[src/rtl/core/fss_pkg.sv]
// Shared types, widths and constants for the Fourier series synthesizer.
package fss_pkg;

    localparam int HARMONICS   = 4;
    localparam int TIME_W      = 32;
    localparam int FREQ_W      = 32;
    localparam int LANE_W      = 16;
    localparam int TABLE_W     = HARMONICS * LANE_W;
    localparam int COUNT_W     = 3;
    localparam int RESULT_W    = 19;
    localparam int MAG_W       = 15;
    localparam int COS_W       = 16;
    localparam int TERM_W      = 32;
    localparam int CFG_INDEX_W = 3;
    localparam int CFG_DATA_W  = 64;

    // Register reset values.
    localparam logic [FREQ_W-1:0]  FREQ_RESET  = 32'd65536;
    localparam logic [TABLE_W-1:0] AMP_RESET   = 64'd4096;
    localparam logic [TABLE_W-1:0] PHASE_RESET = 64'd0;
    localparam logic [COUNT_W-1:0] COUNT_RESET = 3'd1;

    // Odd polynomial for sin(pi/2 * x), coefficients in unsigned Q.30.
    localparam logic [30:0] POLY_A = 31'd1686629713;
    localparam logic [29:0] POLY_B = 30'd693598668;
    localparam logic [26:0] POLY_C = 27'd85569306;
    localparam logic [22:0] POLY_D = 23'd5026995;
    localparam logic [17:0] POLY_E = 18'd172272;

    // Quarter turn in phase units, and the saturation limit of the cosine.
    localparam logic [MAG_W-1:0] QUARTER_TURN = 15'd16384;
    localparam logic [17:0]      COS_MAX      = 18'd32767;

    typedef enum logic [CFG_INDEX_W-1:0] {
        CFG_FREQUENCY = 3'd0,
        CFG_AMPLITUDE = 3'd1,
        CFG_PHASE     = 3'd2,
        CFG_COUNT     = 3'd3
    } cfg_index_t;

    typedef struct packed {
        logic [FREQ_W-1:0]  frequency;
        logic [TABLE_W-1:0] amplitude;
        logic [TABLE_W-1:0] phase;
        logic [COUNT_W-1:0] count;
    } cfg_t;

    typedef logic [MAG_W-1:0]        mag_t;
    typedef logic signed [COS_W-1:0] cos_t;

endpackage

[src/rtl/core/fss_phase.sv]
// Phase stages: time times frequency, per-harmonic phase and quadrant fold.
module fss_phase import fss_pkg::*; (
    input  logic              aclk,
    input  logic              aresetn,
    input  cfg_t              cfg,
    input  logic              in_valid,
    output logic              in_ready,
    input  logic [TIME_W-1:0] in_time,
    output logic              out_valid,
    input  logic              out_ready,
    output mag_t              out_mag [HARMONICS],
    output logic              out_neg [HARMONICS]
);

    logic              v1_reg, v2_reg;
    logic              adv1, adv2;
    logic [31:0]       prod_reg;
    mag_t              mag_reg [HARMONICS];
    logic              neg_reg [HARMONICS];

    logic [34:0]       mult [HARMONICS];
    logic [32:0]       rnd  [HARMONICS];
    logic [15:0]       ph   [HARMONICS];
    mag_t              mag_next [HARMONICS];
    logic              neg_next [HARMONICS];

    assign adv2     = ~v2_reg | out_ready;
    assign adv1     = ~v1_reg | adv2;
    assign in_ready = adv1;

    // Only the fraction of a turn matters, so the low word of the product is kept.
    always_comb begin
        for (int k = 0; k < HARMONICS; k++) begin
            mult[k] = 35'(prod_reg) * 35'(k + 1);
            rnd[k]  = 33'(mult[k][31:0]) + 33'(32768);
            ph[k]   = rnd[k][31:16] + cfg.phase[LANE_W*k +: LANE_W];
            if (ph[k][14]) begin
                mag_next[k] = {1'b0, ph[k][13:0]};
            end else begin
                mag_next[k] = QUARTER_TURN - {1'b0, ph[k][13:0]};
            end
            neg_next[k] = ph[k][15] ^ ph[k][14];
        end
    end

    always_ff @(posedge aclk) begin
        if (!aresetn) begin
            v1_reg <= 1'b0;
            v2_reg <= 1'b0;
        end else begin
            if (adv1) begin
                v1_reg <= in_valid;
            end
            if (adv2) begin
                v2_reg <= v1_reg;
            end
        end
    end

    always_ff @(posedge aclk) begin
        if (adv1) begin
            prod_reg <= 32'(64'(cfg.frequency) * 64'(in_time));
        end
        if (adv2) begin
            for (int k = 0; k < HARMONICS; k++) begin
                mag_reg[k] <= mag_next[k];
                neg_reg[k] <= neg_next[k];
            end
        end
    end

    assign out_valid = v2_reg;
    assign out_mag   = mag_reg;
    assign out_neg   = neg_reg;

endmodule

[config.mk]
export PLATFORM = sky130hd
export DESIGN_NAME = fss_phase
export DESIGN_NICKNAME = d
export VERILOG_FILES = /design/src/rtl/core/fss_pkg.sv /design/src/rtl/core/fss_phase.sv
export SDC_FILE = /design/constraint.sdc
export NUM_CORES = 2
export LEC_CHECK = 0
export BUFFER_PORTS_ARGS = -buffer_cell sky130_fd_sc_hd__buf_2
export CAP_MARGIN = 20
export CELL_PAD_IN_SITES_DETAIL_PLACEMENT = 1
export CELL_PAD_IN_SITES_GLOBAL_PLACEMENT = 1
export CORE_ASPECT_RATIO = 0.6
export CORE_MARGIN = 4
export CORE_UTILIZATION = 48
export DETAILED_ROUTE_END_ITERATION = 16
export PLACE_DENSITY = 0.89
export SYNTH_ARGS = -nofsm -noshare
export SYNTH_HDL_FRONTEND = slang
export SYNTH_SLANG_ARGS = --single-unit
export TNS_END_PERCENT = 5
[constraint.sdc]
create_clock -name aclk -period 9 [get_ports aclk]
set_input_delay 0 -clock aclk [delete_from_list [all_inputs] [get_ports aclk]]
set_output_delay 0 -clock aclk [all_outputs]
set_load 0.02 [all_outputs]
==> results by group <==
Outcome
  • Run status: finished clean

Critical path
  • CP cell instances: buf_2 -> and2_1 -> fa_1 -> inv_1 -> fa_1 -> fa_1 -> fa_1 -> inv_1 -> fa_1 -> fa_1 -> fa_1 -> fa_1 -> ha_1 -> nand2_1 -> nor2_1 -> nand3_1 -> a311oi_1 -> o21a_1 -> nand4_1 -> a21boi_0 -> o21ai_0 -> a311o_1
  • Buffers and inverters on the worst path: 3
  • Setup crit end kind: flop
  • Setup crit start kind: input port
  • CP most frequent cell: fa_1
  • Worst setup path start: in_time[2]
  • RR Startpoint: prod_reg[14]
  • CP top delay family: adder cells
  • Setup CP Type: in2reg
  • Slowest stage delay, CP: 600 ps
  • Crit path DAT: 7570 ps
  • Crit path required time: 9130 ps
  • Maximum fanout along the worst path: 30
  • Crit path max-delay cell type: fa_1

Global routing
  • Gr busiest metal: met2
  • Grt met1 use: 38.0%
  • Grt total ovfl: 0
  • Pin count of the biggest net entering global routing: 65
  • Initial antenna violation count: 4
  • M3 GR Usage: 10.1%
  • Met2 usage: 48.4%
  • Number of global-route vias before repair: 22.4k
  • First-pass GRT wire length: 125,000 um
  • Total track usage: 29.8%

Clock network
  • Post-CTS Hold Fix Bufs: 7
  • CTS resizes: 0
  • Root Buffer: clkbuf_16
  • CTS tree: built
  • CTS Buf Count: 9
  • Post-CTS Setup Bufs: 0
  • CTS HTree Levels: 3
  • Worst-Skew Late Latency: 380 ps
  • CTS Buffer Depth: 2
  • Clock-pin transition on the worst setup and hold timing paths: 70 ps
  • Clock sinks: 98

STA
  • Final period util: 82.7%
  • RSZ-0062 raised after global routing: no
  • Worst-Margin Slew: 1030 ps
  • Post-layout min period: 7440 ps
  • Max Slew Vio Count: 0
  • Setup Viol. Count Final: 0
  • Achievable Freq: 134 MHz
  • Clk_skew: 6.99 ps
  • Sum Neg Setup Slack: 0 ps
  • Slew margin rel.: 31.0%
  • Final Hold Viols: 0

Logic synthesis
  • Area contributors post-synth: fa_1 (34%), ha_1 (13%), edfxtp_1 (12%)
  • Syn Inst Count: 2,596
  • Post-Syn Area per Cell: 9.33 um2
  • Synth cell count leaders: inv_1 (422), fa_1 (412), nand2_1 (327)
  • Synth warnings: 0
  • Synth cell types: 63
  • Top-count cell post-synth: inv_1
  • Async SR Flop Fraction: 0%
  • Synth Cell Area: 0.0242 mm2
  • Number of synthesized flops with an enable pin: 96
  • Synth top area share: 34.1%
  • Synth Net Count: 3,452
  • Ys flop type: edfxtp_1
  • Seq/Total Area, Yosys: 12.1%
  • #FFs+latches synth: 98
  • Area leader, netlist: fa_1

Route
  • Vias/cell: 5.77
  • First-pass DRT Iterations: 5
  • Antenna Nets Post-Route: 0
  • Routed via count: 19.5k
  • First-iteration detailed-routing DRC count: 1,625
  • Final wirelength: 80,300 um
  • WL/cell: 23.8 um
  • DRC errors left: 0

Floorplan
  • IO Count: 265
  • Die area: 0.0542 mm2
  • Die width: 298 um
  • Starting density of the core: 48.8%
  • Core footprint: 0.0497 mm2
  • Row count: 63
  • Vert. Die Dim: 182 um

Run
  • Max Cap Viol: 0

Place
  • RePlAce Congestion: 0.949
  • Post-DP HPWL: 65,900 um
  • Port Buffers: 197

Min path
  • Hold Crit Class: in2reg
  • Hold Startpoint: out_ready

Finish
  • Area delta synth->final: 7.43%
  • Layout cell share with drive strength beyond 1: 8.96%
  • Antenna diode count: 0
  • Max reg flops: 60
  • Final net count: 3,574
  • Fillers: 5,765
==> metal layers <==
metal  share of wire [%]  vias up  routed length, um
li1                    -     8357                  -
met1                  40    10000              32200
met2                  46      883              36900
met3                  11      199               8700
met4                 3.0        8               2400
met5               0.060        -                 48
==> path summary, 6_finish.rpt <==
check | endpoint | slack (ps) | cells past startpoint
worst max-delay path | prod_reg[30] | 1560 | 22
worst min-delay path | v1_reg | 40 | 4
worst max register to register | out_neg[1] | 2320 | 22
worst min register to register | v1_reg | 560 | 2
==> worst reg2reg max path, delay by kind of cell (launching register included) <==
kind                     cells  cell delay, ps
AND/OR/NAND/NOR              5             640
flip-flops                   1             650
XOR/XNOR                     5            1820
adder cells (fa/ha/maj)      3            1130
AO/OA/AOI/OAI                7            2020
buffers and inverters        2             180
==> placed cells by master (no fill, tap or decap), drive strengths merged, types with 60 or more instances in the layout <==
cell and n:
inv 422, buf 204, and2 291, ha 245, nand2 327, nor2 67, xnor2 192, fa 412
edfxtp 96, xor2 60
==> per-stage QoR <==
stage	utilization (%)	cell area, um2	cells	setup WS (ps)	hold slack, ps
5_1_grt	52.4	26000	3373	1330	54.0
4_1_cts	52.3	26000	3371	1720	32.8
6_report	52.4	26000	3373	1560	37.3
2_1_floorplan	-	24200	2596	2100	118
3_3_place_gp	51.7	25700	3348	1620	210
3_5_place_dp	51.7	25700	3348	1330	227
==> layout make-up <==
| type | count | area (um2) | share of cell area, % |
|---|---|---|---|
| clock buffer | 11 | 233 | 0.895 |
| inverter | 422 | 1580 | 6.09 |
| clock inverter | 5 | 21.3 | 0.0818 |
| sequential | 98 | 2920 | 11.2 |
| timing repair buffer | 211 | 1110 | 4.26 |
| tap | 650 | 813 | 3.13 |
| multi-input combinational | 1976 | 19300 | 74.3 |
==> kinds of logic (layout without fill, tap and decap cells) <==
| family | Yosys count | in the layout | synth area share, % |
|---|---|---|---|
| and+or+nand+nor | 820 | 820 | 17.1 |
| adders and majority gates | 657 | 657 | 46.7 |
| buffers and inverters | 522 | 649 | 8.10 |
| xor gates and xnor gates | 252 | 252 | 9.12 |
| AOI/OAI and AO/OA | 247 | 247 | 6.85 |
| DFF | 98 | 98 | 12.1 |
Power is left out: the tool's default activity adds up to more than one toggle a clock period on the data nets, which glitch-free logic cannot reach.
