$ cat config.mk
export PLATFORM = sky130hd
export DESIGN_NAME = fss_accum
export DESIGN_NICKNAME = d
export VERILOG_FILES = /design/src/rtl/core/fss_pkg.sv /design/src/rtl/core/fss_accum.sv
export SDC_FILE = /design/constraint.sdc
export NUM_CORES = 2
export LEC_CHECK = 0
export BUFFER_PORTS_ARGS = -buffer_cell sky130_fd_sc_hd__buf_2
export CORE_UTILIZATION = 40
export CTS_BUF_LIST = sky130_fd_sc_hd__clkbuf_4 sky130_fd_sc_hd__clkbuf_8
export CTS_CLUSTER_SIZE = 28
export DETAILED_ROUTE_END_ITERATION = 16
export SKIP_CTS_REPAIR_TIMING = 1
export SLEW_MARGIN = 5
export SYNTH_ARGS = -nofsm -noshare
export SYNTH_HDL_FRONTEND = slang
export SYNTH_SLANG_ARGS = --single-unit
$ cat constraint.sdc
create_clock -name aclk -period 8.8 [get_ports aclk]
set_input_delay 1.76 -clock aclk [delete_from_list [all_inputs] [get_ports aclk]]
set_output_delay 1.76 -clock aclk [all_outputs]
set_load 0.05 [all_outputs]
$ cat src/rtl/core/fss_pkg.sv
// Shared types, widths and constants for the Fourier series synthesizer.
package fss_pkg;

    localparam int HARMONICS   = 4;
    localparam int TIME_W      = 32;
    localparam int FREQ_W      = 32;
    localparam int LANE_W      = 16;
    localparam int TABLE_W     = HARMONICS * LANE_W;
    localparam int COUNT_W     = 3;
    localparam int RESULT_W    = 19;
    localparam int MAG_W       = 15;
    localparam int COS_W       = 16;
    localparam int TERM_W      = 32;
    localparam int CFG_INDEX_W = 3;
    localparam int CFG_DATA_W  = 64;

    // Register reset values.
    localparam logic [FREQ_W-1:0]  FREQ_RESET  = 32'd65536;
    localparam logic [TABLE_W-1:0] AMP_RESET   = 64'd4096;
    localparam logic [TABLE_W-1:0] PHASE_RESET = 64'd0;
    localparam logic [COUNT_W-1:0] COUNT_RESET = 3'd1;

    // Odd polynomial for sin(pi/2 * x), coefficients in unsigned Q.30.
    localparam logic [30:0] POLY_A = 31'd1686629713;
    localparam logic [29:0] POLY_B = 30'd693598668;
    localparam logic [26:0] POLY_C = 27'd85569306;
    localparam logic [22:0] POLY_D = 23'd5026995;
    localparam logic [17:0] POLY_E = 18'd172272;

    // Quarter turn in phase units, and the saturation limit of the cosine.
    localparam logic [MAG_W-1:0] QUARTER_TURN = 15'd16384;
    localparam logic [17:0]      COS_MAX      = 18'd32767;

    typedef enum logic [CFG_INDEX_W-1:0] {
        CFG_FREQUENCY = 3'd0,
        CFG_AMPLITUDE = 3'd1,
        CFG_PHASE     = 3'd2,
        CFG_COUNT     = 3'd3
    } cfg_index_t;

    typedef struct packed {
        logic [FREQ_W-1:0]  frequency;
        logic [TABLE_W-1:0] amplitude;
        logic [TABLE_W-1:0] phase;
        logic [COUNT_W-1:0] count;
    } cfg_t;

    typedef logic [MAG_W-1:0]        mag_t;
    typedef logic signed [COS_W-1:0] cos_t;

endpackage

$ cat src/rtl/core/fss_accum.sv
// Output stages: amplitude products, sum over harmonics and rounding to Q.12.
module fss_accum import fss_pkg::*; (
    input  logic                       aclk,
    input  logic                       aresetn,
    input  cfg_t                       cfg,
    input  logic                       in_valid,
    output logic                       in_ready,
    input  cos_t                       in_cos [HARMONICS],
    output logic                       out_valid,
    input  logic                       out_ready,
    output logic signed [RESULT_W-1:0] out_value
);

    localparam int SUM_W = TERM_W + 2;

    logic                       v1_reg, v2_reg;
    logic                       adv1, adv2;
    logic signed [TERM_W-1:0]   term_reg [HARMONICS];
    logic signed [RESULT_W-1:0] value_reg;

    logic signed [LANE_W-1:0]   amp [HARMONICS];
    logic signed [SUM_W-1:0]    sum_next;
    logic signed [SUM_W-1:0]    shifted;

    assign adv2     = ~v2_reg | out_ready;
    assign adv1     = ~v1_reg | adv2;
    assign in_ready = adv1;

    always_comb begin
        for (int k = 0; k < HARMONICS; k++) begin
            amp[k] = $signed(cfg.amplitude[LANE_W*k +: LANE_W]);
        end
        sum_next = SUM_W'(16384);
        for (int k = 0; k < HARMONICS; k++) begin
            sum_next = sum_next + SUM_W'(term_reg[k]);
        end
        shifted = sum_next >>> 15;
    end

    always_ff @(posedge aclk) begin
        if (!aresetn) begin
            v1_reg <= 1'b0;
            v2_reg <= 1'b0;
        end else begin
            if (adv1) begin
                v1_reg <= in_valid;
            end
            if (adv2) begin
                v2_reg <= v1_reg;
            end
        end
    end

    // A lane beyond the harmonic count contributes zero; counts above four saturate.
    always_ff @(posedge aclk) begin
        if (adv1) begin
            for (int k = 0; k < HARMONICS; k++) begin
                if (cfg.count > COUNT_W'(k)) begin
                    term_reg[k] <= TERM_W'(amp[k]) * TERM_W'(in_cos[k]);
                end else begin
                    term_reg[k] <= '0;
                end
            end
        end
        if (adv2) begin
            value_reg <= shifted[RESULT_W-1:0];
        end
    end

    assign out_valid = v2_reg;
    assign out_value = value_reg;

endmodule

==> metrics <==
run status=finished, final reports clean; worst skew pair latency=roughly 0.49 ns; total die area=118300 um^2; CP Max Fanout=16; max-slew violation total from the final report=0; portion of netlist area occupied by mux cells=0%; number of cells traversed by the worst hold path=1; Total Routing Usage GR=between 10% and 20%; wire per inst=about 17 um; netlist area before placement=about 47000 um^2; number of fill cells in the layout=approximately 11000; remaining max-slew budget at the tightest pin=about two fifths; fmax=between 0.1 and 0.15 GHz; number of H-tree levels=4; Synth Area in Compound Gates=5.461%; final critical-path required period=about 7.6 ns; warnings from Yosys=0; area added between synthesis and finish=5.686%; adder and majority gate portion of the synthesized area=roughly three fifths; final weighted congestion in routability-driven placement=between 0.8 and 0.9; main combinational cell family by area after synthesis=adder cells; CTS sink count=approximately 150; critical setup path kind=in2reg; number of top-level pins=roughly 250; aggregate global routing overflow=0; Data required, critical path=between 9 and 10 ns; simple logic cell fraction of the synthesized area=between 10% and 20%; Core Box Area=116000 um^2; final WL=107.8 mm; Crit Reg-Reg Endpoint=out_value[13]$_DFFE_PP_; Final Hold Violating Endpoints=0; unrepaired setup endpoints after global routing=no; flop and latch count out of synthesis=roughly 150; Vias per Instance=roughly 4.9; Clk Tree Root Cell=sky130_fd_sc_hd__clkbuf_8; TritonCTS clock tree=done; final period utilization=roughly 87%; horizontal die dimension=343.9 um; first-pass iteration count of the detailed router=7; fraction of final layout cells with drive strength greater than 1=around 4.8%; MaxCap Viol Count=0; Max Clock Skew=about 0.027 ns; antenna-violating nets left=0; aggregate negative setup slack=0 ns; beginning of the worst register-to-register path=term_reg[3][20]$_SDFFCE_PP0P_; number of enable-type register cells in the synthesized netlist=about 120; Largest register FFs=~130; Async SR Flop Fraction=0%; initial antenna violation count=6; area share of xor/xnor cells in the synthesized design=~2.8%; count of input and output buffers=~160; hold-critical path endpoint=out_valid$_SDFFE_PN0P_; number of buffers inserted during clock tree synthesis=17; post-CTS clock slew at the launch and capture registers of the worst setup and hold paths=about 0.12 ns; via count=between 30000 and 40000; startpoint of the most critical hold path=v1_reg$_SDFFE_PN0P_; HPWL after DPL=90.64 mm; Rows=between 100 and 150; actual slew at the worst max-slew pin=a little over 0.9 ns; Avg Cell Area, Syn=9.648 um^2; number of DRC violations after detailed routing=0; Setup-failing EPs final=0; total number of nets in the final design=6615; initial core utilization=a little over 40%; most common library cell in the layout ignoring fill and taps=sky130_fd_sc_hd__inv_1; signal arrival time at the worst endpoint=~8 ns; predominant post-synthesis flop cell=sky130_fd_sc_hd__edfxtp_1; worst reg2reg path depth=12; Hold Crit Class=reg2reg; number of buffers on the longest clock path=2; element type at the critical path end=flop; maximum number of pins on one net before global-route repair=a little under 60; die height=343.9 um; syn_nets=roughly 6600; Setup crit start kind=primary input; wire length of the first global-routing pass=roughly 180 mm; via count of the first global-routing pass=34270; cells after synthesis=roughly 4800; most frequent cells in the layout=1158 x sky130_fd_sc_hd__inv_1, 1112 x sky130_fd_sc_hd__fa_1, 532 x sky130_fd_sc_hd__nand2_1; flop2flop setup slack=4.50 ns; post-synth cell types=a little under 80; sequential cell area fraction in the yosys report=under 10%; Detailed Route Iter0 Violations=~1700
[metrics by stage]
| stage | hold slack, ns | util [%] | worst slack [ns] | cells | area, um^2 |
|---|---|---|---|---|---|
| final | 0.4857 | 42.59 | 1.157 | 6426 | 49420 |
| after global routing | 0.5194 | 42.58 | 0.5173 | 6420 | 49410 |
| after CTS | 0.4916 | 42.58 | 1.136 | 6420 | 49410 |
| after detailed placement | 0.4623 | 42.21 | 0.6402 | 6388 | 48980 |
| after global placement | 0.4411 | 42.21 | 0.7046 | 6388 | 48980 |
| after floorplan | 0.4324 | - | 1.229 | 4847 | 46760 |
[worst max-delay path: stages]
cell,delay (ns)
sky130_fd_sc_hd__buf_2,0.22
sky130_fd_sc_hd__nand2_1,0.15
sky130_fd_sc_hd__inv_1,0.10
sky130_fd_sc_hd__fa_1,0.76
sky130_fd_sc_hd__fa_1,0.50
sky130_fd_sc_hd__fa_1,0.49
sky130_fd_sc_hd__fa_1,0.53
sky130_fd_sc_hd__fa_1,0.50
sky130_fd_sc_hd__inv_1,0.05
sky130_fd_sc_hd__fa_1,0.47
sky130_fd_sc_hd__inv_1,0.04
sky130_fd_sc_hd__ha_1,0.35
sky130_fd_sc_hd__a211oi_1,0.25
sky130_fd_sc_hd__nand2_1,0.11
sky130_fd_sc_hd__a2111oi_0,0.43
sky130_fd_sc_hd__o211ai_1,0.26
sky130_fd_sc_hd__nand2_1,0.21
sky130_fd_sc_hd__o221ai_2,0.15
sky130_fd_sc_hd__a211oi_1,0.29
sky130_fd_sc_hd__xnor2_1,0.18
sky130_fd_sc_hd__nor2_1,0.06
[synth_stat cells, types with 24 or more instances]
cell | count | area, um^2
sky130_fd_sc_hd__inv_1 | 1159 | 4350
sky130_fd_sc_hd__fa_1 | 1112 | 22260
sky130_fd_sc_hd__nand2_1 | 532 | 1997
sky130_fd_sc_hd__and2_1 | 498 | 3115
sky130_fd_sc_hd__ha_1 | 389 | 4867
sky130_fd_sc_hd__nor2_1 | 175 | 656.9
sky130_fd_sc_hd__clkbuf_1 | 148 | 555.5
sky130_fd_sc_hd__a21oi_1 | 116 | 580.6
sky130_fd_sc_hd__edfxtp_1 | 115 | 3453
sky130_fd_sc_hd__xnor2_1 | 102 | 893.4
sky130_fd_sc_hd__o21ai_0 | 72 | 360.4
sky130_fd_sc_hd__a21o_1 | 47 | 352.8
sky130_fd_sc_hd__xor2_1 | 47 | 411.6
sky130_fd_sc_hd__dfxtp_1 | 34 | 680.7
sky130_fd_sc_hd__nand2b_1 | 31 | 193.9
sky130_fd_sc_hd__nand3_1 | 24 | 120.1
[how the worst max path moves through the flow]
stage	start	to	slack (ns)	cells past startpoint
after floorplan	cfg[98]	term_reg[1][28]$_SDFFCE_PP0P_	1.23	19
final	in_cos[49]	term_reg[0][31]$_SDFFCE_PP0P_	1.16	21
after CTS	in_cos[17]	term_reg[2][31]$_SDFFE_PP0P_	1.14	21
after detailed placement	in_cos[17]	term_reg[2][31]$_SDFFE_PP0P_	0.64	21
after global routing	in_cos[49]	term_reg[0][29]$_SDFFCE_PP0P_	0.52	21
after global placement	cfg[98]	term_reg[1][29]$_SDFFCE_PP0P_	0.70	21
[kinds of logic after synthesis]
group                    Yosys count
adder cells (fa/ha/maj)         1501
buffers and inverters           1308
flip-flops                       149
XOR/XNOR                         149
AO/OA/AOI/OAI                    382
AND/OR/NAND/NOR                 1358
[metal layers]
metal	wire length (um)	GRT usage, %	vias to the layer above
met5	22	0	-
met4	1286	2.784	4
met1	48490	27.23	16380
li1	-	-	14530
met2	52520	32.54	671
met3	5449	2.563	94
[cell type report]
cell class              instances  area [um^2]  area share, %
multi-input cells            3390        37730          76.34
inverters                    1159         4353          8.807
flip-flops and latches        149         4134          8.364
well taps                    1524         1907          3.858
repair buffers                166        858.3          1.737
clock buffers                  17        234.0         0.4734
clock inverters                15        193.9         0.3924
diodes                          6        15.01        0.03038
Power is left out: the tool's default activity adds up to more than one toggle a clock period on the data nets, which glitch-free logic cannot reach.
